[src/rtl/lcrf_pkg.sv]
// shared types and constants for the clipped rectangle fill sequencer
package lcrf_pkg;

    localparam int unsigned COORD_W = 16;
    localparam int unsigned DIM_W   = 11;
    localparam int unsigned WIN_W   = 10;

    localparam logic [DIM_W-1:0] DIM_LIMIT    = 11'd1024;
    localparam logic [DIM_W-1:0] PANEL_W_RST  = 11'd240;
    localparam logic [DIM_W-1:0] PANEL_H_RST  = 11'd320;

    localparam logic [7:0] CMD_COL_ADDR  = 8'h2A;
    localparam logic [7:0] CMD_ROW_ADDR  = 8'h2B;
    localparam logic [7:0] CMD_MEM_WRITE = 8'h2C;

    typedef enum logic {
        OP_TICK  = 1'b0,
        OP_START = 1'b1
    } t_opcode;

    typedef enum logic {
        REG_PANEL_WIDTH  = 1'b0,
        REG_PANEL_HEIGHT = 1'b1
    } t_reg_index;

    typedef enum logic [3:0] {
        STEP_COL_CMD  = 4'd0,
        STEP_X0_HI    = 4'd1,
        STEP_X0_LO    = 4'd2,
        STEP_X1_HI    = 4'd3,
        STEP_X1_LO    = 4'd4,
        STEP_ROW_CMD  = 4'd5,
        STEP_Y0_HI    = 4'd6,
        STEP_Y0_LO    = 4'd7,
        STEP_Y1_HI    = 4'd8,
        STEP_Y1_LO    = 4'd9,
        STEP_MEM_CMD  = 4'd10,
        STEP_PIXELS   = 4'd11
    } t_hdr_step;

    typedef struct packed {
        logic                opcode;
        logic [COORD_W-1:0]  rect_x;
        logic [COORD_W-1:0]  rect_y;
        logic [COORD_W-1:0]  rect_w;
        logic [COORD_W-1:0]  rect_h;
        logic [COORD_W-1:0]  fill_colour;
    } t_in_item;

    typedef struct packed {
        logic        is_command;
        logic [7:0]  bus_byte;
        logic        is_last;
    } t_out_item;

endpackage

[src/rtl/lcd_clipped_rect_fill_sequencer.sv]
// top level of the clipped rectangle fill sequencer
//
// input channel: one transaction per item, opcode start loads a rectangle and
// colour, opcode tick asks for the next bus byte. a start while a fill is in
// progress, a start whose origin is off the panel and a start with zero width
// or height are dropped. a tick while idle gives nothing.
// output channel: one transaction per bus byte, with command flag and last flag.
// each fill gives 11 header bytes then two colour bytes per clipped pixel.
// configuration: panel width and height via the plain write port, to be written by
// the user while the block is idle (not enforced); values above 1024 clip as 1024.
// throughput: one item per cycle while the output is not stalled, one byte per
// tick; the whole item is handled by the logic between the input register and
// the output register, which takes each byte as its tick leaves the input register.
// reset: synchronous, clears both pipeline valids, returns to idle and loads
// the panel size defaults 240 x 320.
// stall: a stalled output holds its byte; the input register keeps taking
// items while it is empty or the output register is free or being emptied,
// otherwise the input stall rises in the same cycle.
module lcd_clipped_rect_fill_sequencer
    import lcrf_pkg::*;
(
    input  logic             i_clk,
    input  logic             i_rst_n,
    input  logic             i_in_valid,
    output logic             o_in_stall,
    input  t_in_item         i_in_item,
    output logic             o_out_valid,
    input  logic             i_out_stall,
    output t_out_item        o_out_item,
    input  logic             i_cfg_wr_en,
    input  logic             i_cfg_index,
    input  logic [DIM_W-1:0] i_cfg_data
);

    logic [DIM_W-1:0] r_panel_w, r_panel_h;

    logic      r_in_valid;
    t_in_item  r_in;
    logic      r_out_valid;
    t_out_item r_out;

    logic             r_busy, n_busy;
    t_hdr_step        r_step, n_step;
    logic             r_low_next, n_low_next;
    logic [WIN_W-1:0] r_x0, n_x0, r_x1, n_x1, r_y0, n_y0, r_y1, n_y1;
    logic [WIN_W-1:0] r_col_span, n_col_span;
    logic [WIN_W-1:0] r_col_cnt, n_col_cnt, r_row_cnt, n_row_cnt;
    logic [COORD_W-1:0] r_colour, n_colour;

    logic      go, take, produce;
    t_out_item n_out;

    logic [DIM_W-1:0]   pw, ph, pw_m1, ph_m1;
    logic [COORD_W:0]   x_sum, y_sum;
    logic [WIN_W-1:0]   x1_clip, y1_clip;
    logic               start_ok;

    assign go         = ~r_out_valid | ~i_out_stall;
    assign o_in_stall = r_in_valid & ~go;
    assign take       = r_in_valid & go;
    assign produce    = take & (r_in.opcode == OP_TICK) & r_busy;

    // clipping of the far corner
    always_comb begin
        pw    = (r_panel_w > DIM_LIMIT) ? DIM_LIMIT : r_panel_w;
        ph    = (r_panel_h > DIM_LIMIT) ? DIM_LIMIT : r_panel_h;
        pw_m1 = pw - 11'd1;
        ph_m1 = ph - 11'd1;
        x_sum = {1'b0, r_in.rect_x} + {1'b0, r_in.rect_w} - 17'd1;
        y_sum = {1'b0, r_in.rect_y} + {1'b0, r_in.rect_h} - 17'd1;
        x1_clip = (x_sum > {6'd0, pw_m1}) ? pw_m1[WIN_W-1:0] : x_sum[WIN_W-1:0];
        y1_clip = (y_sum > {6'd0, ph_m1}) ? ph_m1[WIN_W-1:0] : y_sum[WIN_W-1:0];
        start_ok = ~r_busy
                 & (r_in.rect_x < {5'd0, pw})
                 & (r_in.rect_y < {5'd0, ph})
                 & (r_in.rect_w != '0)
                 & (r_in.rect_h != '0);
    end

    // next state
    always_comb begin
        n_busy     = r_busy;
        n_step     = r_step;
        n_low_next = r_low_next;
        n_x0       = r_x0;
        n_x1       = r_x1;
        n_y0       = r_y0;
        n_y1       = r_y1;
        n_col_span = r_col_span;
        n_col_cnt  = r_col_cnt;
        n_row_cnt  = r_row_cnt;
        n_colour   = r_colour;
        if (take) begin
            if (r_in.opcode == OP_START) begin
                if (start_ok) begin
                    n_busy     = 1'b1;
                    n_step     = STEP_COL_CMD;
                    n_low_next = 1'b0;
                    n_x0       = r_in.rect_x[WIN_W-1:0];
                    n_x1       = x1_clip;
                    n_y0       = r_in.rect_y[WIN_W-1:0];
                    n_y1       = y1_clip;
                    n_col_span = x1_clip - r_in.rect_x[WIN_W-1:0];
                    n_col_cnt  = x1_clip - r_in.rect_x[WIN_W-1:0];
                    n_row_cnt  = y1_clip - r_in.rect_y[WIN_W-1:0];
                    n_colour   = r_in.fill_colour;
                end
            end else if (r_busy) begin
                if (r_step != STEP_PIXELS) begin
                    n_step = t_hdr_step'(r_step + 4'd1);
                end else if (!r_low_next) begin
                    n_low_next = 1'b1;
                end else begin
                    n_low_next = 1'b0;
                    if (r_col_cnt == '0 && r_row_cnt == '0) begin
                        n_busy = 1'b0;
                        n_step = STEP_COL_CMD;
                    end else if (r_col_cnt == '0) begin
                        n_col_cnt = r_col_span;
                        n_row_cnt = r_row_cnt - 10'd1;
                    end else begin
                        n_col_cnt = r_col_cnt - 10'd1;
                    end
                end
            end
        end
    end

    // byte selection
    always_comb begin
        n_out.is_command = 1'b0;
        n_out.is_last    = 1'b0;
        n_out.bus_byte   = '0;
        case (r_step)
            STEP_COL_CMD: begin
                n_out.is_command = 1'b1;
                n_out.bus_byte   = CMD_COL_ADDR;
            end
            STEP_X0_HI:   n_out.bus_byte = {6'd0, r_x0[9:8]};
            STEP_X0_LO:   n_out.bus_byte = r_x0[7:0];
            STEP_X1_HI:   n_out.bus_byte = {6'd0, r_x1[9:8]};
            STEP_X1_LO:   n_out.bus_byte = r_x1[7:0];
            STEP_ROW_CMD: begin
                n_out.is_command = 1'b1;
                n_out.bus_byte   = CMD_ROW_ADDR;
            end
            STEP_Y0_HI:   n_out.bus_byte = {6'd0, r_y0[9:8]};
            STEP_Y0_LO:   n_out.bus_byte = r_y0[7:0];
            STEP_Y1_HI:   n_out.bus_byte = {6'd0, r_y1[9:8]};
            STEP_Y1_LO:   n_out.bus_byte = r_y1[7:0];
            STEP_MEM_CMD: begin
                n_out.is_command = 1'b1;
                n_out.bus_byte   = CMD_MEM_WRITE;
            end
            STEP_PIXELS: begin
                if (!r_low_next) begin
                    n_out.bus_byte = r_colour[15:8];
                end else begin
                    n_out.bus_byte = r_colour[7:0];
                    n_out.is_last  = (r_col_cnt == '0) && (r_row_cnt == '0);
                end
            end
            default: n_out.bus_byte = '0;
        endcase
    end

    always_ff @(posedge i_clk) begin
        if (!i_rst_n) begin
            r_panel_w   <= PANEL_W_RST;
            r_panel_h   <= PANEL_H_RST;
            r_in_valid  <= 1'b0;
            r_out_valid <= 1'b0;
            r_busy      <= 1'b0;
            r_step      <= STEP_COL_CMD;
            r_low_next  <= 1'b0;
        end else begin
            if (i_cfg_wr_en) begin
                if (i_cfg_index == REG_PANEL_WIDTH) begin
                    r_panel_w <= i_cfg_data;
                end else begin
                    r_panel_h <= i_cfg_data;
                end
            end
            if (!o_in_stall) begin
                r_in_valid <= i_in_valid;
            end
            if (go) begin
                r_out_valid <= produce;
            end
            r_busy     <= n_busy;
            r_step     <= n_step;
            r_low_next <= n_low_next;
        end
    end

    always_ff @(posedge i_clk) begin
        if (!o_in_stall) begin
            r_in <= i_in_item;
        end
        if (produce) begin
            r_out <= n_out;
        end
        r_x0       <= n_x0;
        r_x1       <= n_x1;
        r_y0       <= n_y0;
        r_y1       <= n_y1;
        r_col_span <= n_col_span;
        r_col_cnt  <= n_col_cnt;
        r_row_cnt  <= n_row_cnt;
        r_colour   <= n_colour;
    end

    assign o_out_valid = r_out_valid;
    assign o_out_item  = r_out;

endmodule

[config.mk]
export PLATFORM = sky130hd
export DESIGN_NAME = lcd_clipped_rect_fill_sequencer
export DESIGN_NICKNAME = d
export VERILOG_FILES = /design/src/rtl/lcrf_pkg.sv /design/src/rtl/lcd_clipped_rect_fill_sequencer.sv
export SDC_FILE = /design/constraint.sdc
export NUM_CORES = 1
export LEC_CHECK = 0
export BUFFER_PORTS_ARGS = -buffer_cell sky130_fd_sc_hd__buf_4
export CAP_MARGIN = 10
export CORE_MARGIN = 2
export CORE_UTILIZATION = 35
export CTS_CLUSTER_SIZE = 14
export DETAILED_ROUTE_END_ITERATION = 10
export PLACE_DENSITY = 0.6
export SETUP_SLACK_MARGIN = 0.2
export SYNTH_ARGS = -nofsm -noshare
export SYNTH_HDL_FRONTEND = slang
export SYNTH_SLANG_ARGS = --single-unit
export TNS_END_PERCENT = 10
[constraint.sdc]
create_clock -name i_clk -period 12.6 [get_ports i_clk]
set_input_delay 1.26 -clock i_clk [delete_from_list [all_inputs] [get_ports i_clk]]
set_output_delay 1.26 -clock i_clk [all_outputs]
set_load 0.03 [all_outputs]
==> impl_metrics.tcl, run 1 <==
set metrics [dict create \
    startpoint_type "register" \
    finalSetupViolations 0 \
    power.density_nw_per_um2 126.0 \
    path_class "register to register" \
    drive_above_1_share 0.1194 \
    dieArea_um2 37370 \
    worstRegToRegCells 29 \
    die_x_um 193.3 \
    synth_compound_gate_area_share 0.1397 \
    fp.dieH_um 193.3 \
    rows 69 \
    placed_cells_incl_taps 1790 \
    vias 9393 \
    gr-total-overflow 0 \
    clock_latency_ps 520 \
    totalWireLength_um 31060 \
    cts_buffers 24 \
    yosysUniqueCellTypes 69 \
    fp.coreArea_um2 35400 \
    drc 0 \
    antenna_found_initial 0 \
    yosysWarnings 0 \
    synth_seq_cells 207 \
    synth_edf_count 177 \
    finalHoldViolations 0 \
    num_io_pins 110 \
    status "completed" \
    p_leak_nw 6.109 \
    grt_pass1_vias 9158 \
    antenna_cells 0 \
    synth.area.mux_share 0.01646 \
    clock-sinks 207 \
    worst_pin_slew_ps 1181 \
    ys_seq_area_frac 0.4716 \
    synth.net_count 1482 \
    setup_tns_ps 0 \
    stdcell_count 1834 \
    n_fill_cell 3482 \
    cp.required_ps 12860 \
    syn2layout_area_growth_pct 16.65 \
    r2r_end "r_col_cnt[9]" \
    arrival_ps 7490 \
    wire_per_inst_um 16.93 \
    r2r_slack_ps 5370 \
    rsz0062_at_grt "false" \
    synth_xor_area_frac 0.03561 \
    port_buffers 109 \
    post_cts_resized 0 \
    drt_iter0_drc 587 \
    path_clk_slew_ps 60 \
    post_cts_buffers 0 \
    relSlewSlack 0.2127 \
    slowest_delay_ps 620 \
    cap_violations 0 \
    nNetsFinal 1587 \
    synth_simple_gate_area_frac 0.1413 \
    synthCells 1250 \
    grtUsageTotal 0.1631 \
    end_kind "register" \
    holdBufCountCts 0 \
    synth.avg_cell_area_um2 10.04 \
    h-tree-depth 1 \
    register_area_um2 5916 \
    multi_input_area_um2 5904 \
    synthAdderAreaFrac 0.1360 \
    place_hpwl_um 24040 \
    ys.flop_type "edfxtp_1" \
    syn_area_um2 12540 \
    cts_tree "built" \
    crit_path_max_fanout 21 \
    postSynth.asyncResetShare 0 \
    initial_core_util 0.3544 \
    vdd_drop_max_uv 90.46 \
    hold_path_class "register to register" \
    slowest_stage "a211oi_1" \
    final_max_slew_viol_count 0 \
    clockRootBuffer "clkbuf_16" \
    startpoint "r_in[65]" \
    max_freq_mhz 138.4 \
    finalClockSkew_ps 8.695 \
    ant_nets 0 \
    firstDrtPassIters 5 \
    timing.rr.start "r_in[65]" \
    endpoint "r_col_cnt[9]" \
    grt_pass1_wl_um 49110 \
    cts_buffer_depth 3 \
    period_share 0.5736 \
    grt_max_degree 68 \
    layout_min_cycle_time_ps 7227 \
    avgViaCountPerCell 5.122 \
    place.gp.congestion 0.8954 \
    synth_top_family_by_area "simple AND/OR/NAND/NOR gates" \
]
==> registers in the layout (all words and copies together), names as in the netlist <==
| signal | flops |
|---|---|
| r_row_cnt | 10 |
| o_out_valid | 1 |
| r_step | 4 |
| r_col_span | 10 |
| r_x1 | 10 |
| r_x0 | 10 |
| r_low_next | 1 |
| r_panel_w | 11 |
| r_busy | 1 |
| r_panel_h | 11 |
| r_y0 | 10 |
| o_out_item | 10 |
| r_in | 81 |
| r_y1 | 10 |
| r_colour | 16 |
| r_col_cnt | 10 |
| r_in_valid | 1 |
==> kinds of logic after synthesis <==
kind of cell / Yosys count
multiplexers: 20
flip-flops: 207
buffers and inverters: 198
AO/OA/AOI/OAI: 265
AND/OR/NAND/NOR: 375
XOR/XNOR: 51
adder cells (fa/ha/maj): 134
==> critical path: cells and delay by family, from the launching register on <==
kind                       cells  cell delay (ps)
xor gates and xnor gates       1              350
AOI/OAI and AO/OA             13             3400
and+or+nand+nor                6             1110
buffers and inverters          4              380
adders and majority gates      5             1350
DFF                            1              400
==> layout make-up <==
class	instances	area share
clock inverter	2	0.0006841
timing repair buffer	113	0.05797
clock buffer	42	0.05207
multi-input combinational	845	0.4035
sequential	207	0.4043
tap	461	0.03942
inverter	164	0.04207
==> placed cells by master, fill, tap and decap left out, drive strengths merged, types with 5 or more instances in the layout <==
cell    Yosys  routed
and3        5       5
nand2     134     134
or3         8       8
mux2        5       5
nor3       23      23
a211o       5       5
o21ai      53      53
xor2       18      18
o21bai      7       7
nand2b     19      19
buf         1     113
or4         5       5
o221ai      7       7
ha        130     130
a211oi      9       9
nor2       83      83
a21boi     19      19
nor4       15      15
a21o       22      22
o21a        9       9
dfxtp      30      30
a31oi       9       9
mux2i      15      15
clkbuf     33      42
nand4      17      17
nand3      28      28
xnor2      33      33
o211ai      7       7
inv       163     163
and2        6       6
nor2b      15      15
edfxtp    177     177
a21oi      71      71
==> per-stage QoR <==
stage	utilization	hold WS (ps)	instance area, µm²	power [mW]	setup WS, ps
finish	0.4134	417.8	14630	1.843	5373
global route	0.4134	423.4	14630	1.943	4773
CTS	0.4134	419.0	14630	1.863	5460
detailed placement	0.3916	405.2	13860	1.180	5499
global placement	0.3916	400.0	13860	1.174	5718
floorplan	-	400.3	12550	1.070	1946
==> per-layer routing <==
metal  vias up  wire, µm  global-route usage
met5         -         0                   0
met4         0       718             0.04778
met3        43      1870             0.01935
met2       274     13230              0.2467
met1      4384     15240              0.2440
li1       4692         -                   -
==> power by group <==
| group | leakage [nW] | internal (mW) | switching, mW |
|---|---|---|---|
| Combinational | 3.77 | 0.170 | 0.216 |
| Clock | 0.381 | 0.407 | 0.266 |
| Sequential | 1.95 | 0.768 | 0.0170 |
| Total | 6.11 | 1.34 | 0.498 |
==> cells in the mapped netlist, drive strengths merged, types with 5 or more instances <==
library cell    n  area [µm²]
nand4          17       106.4
and2            6       37.54
inv           163       611.8
mux2            5       56.30
a21oi          71       359.1
o21bai          7       52.55
nor2           83       311.6
nor4           15       93.84
a211oi          9       67.56
ha            130        1627
nand2b         19       118.9
nand3          28       140.1
dfxtp          30       600.6
a21boi         19       142.6
clkbuf         33       123.9
edfxtp        177        5315
nand2         134       503.0
nor2b          15       93.84
nor3           23       115.1
xnor2          33       289.0
a211o           5       43.79
xor2           18       157.7
mux2i          15       150.1
o211ai          7       52.55
a31oi           9       56.30
o221ai          7       61.31
o21ai          53       265.3
or4             5       37.54
and3            5       31.28
o21a            9       67.56
or3             8       50.05
a21o           22       165.2
==> worst min path at each step <==
stage / slack (ps) / end / start / depth (start not counted)
5_1_grt: 420 / r_colour[9] / r_in[9] / 0
3_3_place_gp: 400 / r_colour[7] / r_in[7] / 0
3_5_place_dp: 410 / r_colour[7] / r_in[7] / 0
2_1_floorplan: 400 / r_colour[0] / r_in[0] / 0
4_1_cts: 420 / r_colour[7] / r_in[7] / 0
6_report: 420 / r_colour[2] / r_in[2] / 0
Note: power is estimated with default switching activity, not from simulation.
==> inputs of run 2 (changes only) <==
- PLACE_DENSITY: 0.6 -> 0.59
- clock period: 12.6 -> 6.7 ns (I/O delays scaled with it)
==> run 2 against run 1 <==
Effect of this change:
- non-clock buffer count rose by 38
- cell count increased by 2.1%
- clock-buffer cell count shrank 12
- critical path depth decreased by 2
- clock skew rose by 4.9 ps
- core utilization up 1.5 points
- hold slack lost 110 ps
- critical path type unchanged
- critical endpoint is now r_row_cnt[9]
- largest power group unchanged
- highest routed layer unchanged
==> impl_metrics.tcl, run 2 (synthesis gave the netlist of run 1 again) <==
set metrics [dict create \
    die_x_um 193.3 \
    worst_pin_slew_ps 1109 \
    path_clk_slew_ps 60 \
    antenna_cells 0 \
    totalWireLength_um 31780 \
    rows 69 \
    num_io_pins 110 \
    vias 9533 \
    fin_ws_ps 362.7 \
    slowest_delay_ps 440 \
    reg_top3 "r_in x81, r_colour x16" \
    final_common_cell "edfxtp_1" \
    p_leak_nw 6.365 \
    final_max_slew_viol_count 0 \
    cpLargestDelayFamily "compound AO/OA/AOI/OAI gates" \
    switching_share 0.2684 \
    avgViaCountPerCell 5.090 \
    final_util 0.4280 \
    power.density_nw_per_um2 244.7 \
    status "completed" \
    use_met3 0.02127 \
    hp-start "i_in_item[70]" \
    fp.dieH_um 193.3 \
    cap_violations 0 \
    vdd_drop_max_uv 161.6 \
    hold_path_class "input port to register" \
    drt_iter0_drc 682 \
    finalSetupViolations 0 \
    startpoint_type "register" \
    layout_min_cycle_time_ps 6337 \
    clock-sinks 207 \
    finalHoldViolations 0 \
    holdBufCountCts 0 \
    syn2layout_area_growth_pct 20.78 \
    busiest_layer "met1" \
    h-tree-depth 1 \
    clock_latency_ps 540 \
    end_kind "register" \
    clockRootBuffer "clkbuf_16" \
    dp_slack_ps 88.56 \
    ant_nets 0 \
    arrival_ps 6620 \
    place.gp.congestion 0.9328 \
    relSlewSlack 0.2605 \
    r2r_slack_ps 360 \
    slowest_stage "or3_4" \
    register_area_um2 5916 \
    multi_input_area_um2 6033 \
    place_hpwl_um 24320 \
    holdPathStages 1 \
    min_to "r_in[70]" \
    nNetsFinal 1626 \
    cts_tree "built" \
    gr-total-overflow 0 \
    worstRegToRegCells 27 \
    p_switching_mw 0.9951 \
    met1_usage 0.2508 \
    top_register "r_in" \
    cp.required_ps 6980 \
    cp_common_cell "ha_1" \
    grt_max_degree 68 \
    largest_register_ffs 81 \
    cts_buffer_depth 3 \
    max_freq_mhz 157.8 \
    fp.coreArea_um2 35400 \
    crit_path_max_fanout 7 \
    path_class "register to register" \
    r2r_end "r_row_cnt[9]" \
    sequentialPowerShare 0.398 \
    wire_per_inst_um 16.97 \
    antenna_found_initial 0 \
    setup_tns_ps 0 \
    cts_buffers 25 \
    grtUsageTotal 0.1658 \
    drive_above_1_share 0.1650 \
    most-common-layout-cells "edfxtp_1, inv_1, buf_4" \
    timing.rr.start "r_in[54]" \
    grt_pass1_vias 9156 \
    comb_power_share 0.215 \
    grt_pass1_wl_um 49750 \
    cp_num_buf_inv 4 \
    period_share 0.9459 \
    drc 0 \
    n_fill_cell 3454 \
    finalClockSkew_ps 13.58 \
    p_clk_frac 0.388 \
    cell_internal_pwr_mw 2.713 \
    firstDrtPassIters 5 \
    grt_use_met2 0.2471 \
    dieArea_um2 37370 \
    rsz0062_at_grt "true" \
    port_buffers 109 \
    initial_core_util 0.3544 \
]
## run 2: what timing repair did
item	in CTS	in global routing
resized for setup	2	29
setup endpoints to repair	2	9
setup buffers	0	12
pin swaps	0	13
## run 2: layer usage
metal,vias to the layer above,wire (µm)
met1,4474,15830
met4,0,673
li1,4768,-
met5,-,0
met2,252,13540
met3,39,1736
## run 2: worst reg2reg max path: stages (launching register included)
cell and delay, ps:
edfxtp_1 430, inv_1 140, ha_1 300, inv_1 40
ha_1 350, nand2_1 70, o21a_1 180, a31o_2 240
buf_4 140, xnor2_1 330, ha_1 230, and4_1 240
nand3_2 90, or3_4 380, a221oi_2 310, nand3_2 160
or3_4 450, clkbuf_4 190, a21oi_1 320, ha_1 270
o21ai_0 100, a21o_1 190, a21o_1 190, a211o_1 290
nor3_2 120, o31a_1 160, a41oi_1 40, o2111a_1 150
## run 2: power groups by stage
| stage | Combinational, mW | Sequential (mW) | Clock [mW] |
|---|---|---|---|
| after floorplan | 0.527 | 1.49 | 0 |
| after global placement | 0.740 | 1.50 | 0 |
| after detailed placement | 0.749 | 1.50 | 0 |
| after CTS | 0.755 | 1.47 | 1.48 |
| after global routing | 0.893 | 1.48 | 1.53 |
| final | 0.796 | 1.47 | 1.44 |
## run 2: through the flow
stage	area (µm²)	std cells	power, mW	hold WS, ps
2_1_floorplan	12560	1250	2.013	400.3
3_3_place_gp	14070	1816	2.240	400.7
3_5_place_dp	14070	1816	2.250	405.2
4_1_cts	14960	1861	3.710	276.3
5_1_grt	15150	1873	3.899	279.0
6_report	15150	1873	3.708	303.6
## run 2: worst max-delay path by stage
stage	start	end	slack, ps	cells after the start
final	r_in[54]	r_row_cnt[9]	360	27
after global routing	r_in[50]	r_row_cnt[9]	80	27
after CTS	r_in[49]	r_row_cnt[8]	290	32
after detailed placement	r_in[49]	r_row_cnt[9]	90	31
after global placement	r_in[49]	r_row_cnt[8]	290	30
after floorplan	r_in[65]	r_col_cnt[9]	660	33
## run 2: area by class of cell
cell class | instances | share of cell area
Multi-Input combinational cell | 845 | 0.3982
Clock buffer | 30 | 0.04451
Sequential cell | 207 | 0.3905
Clock inverter | 15 | 0.01330
Tap cell | 461 | 0.03807
Timing Repair Buffer | 151 | 0.07482
Inverter | 164 | 0.04063
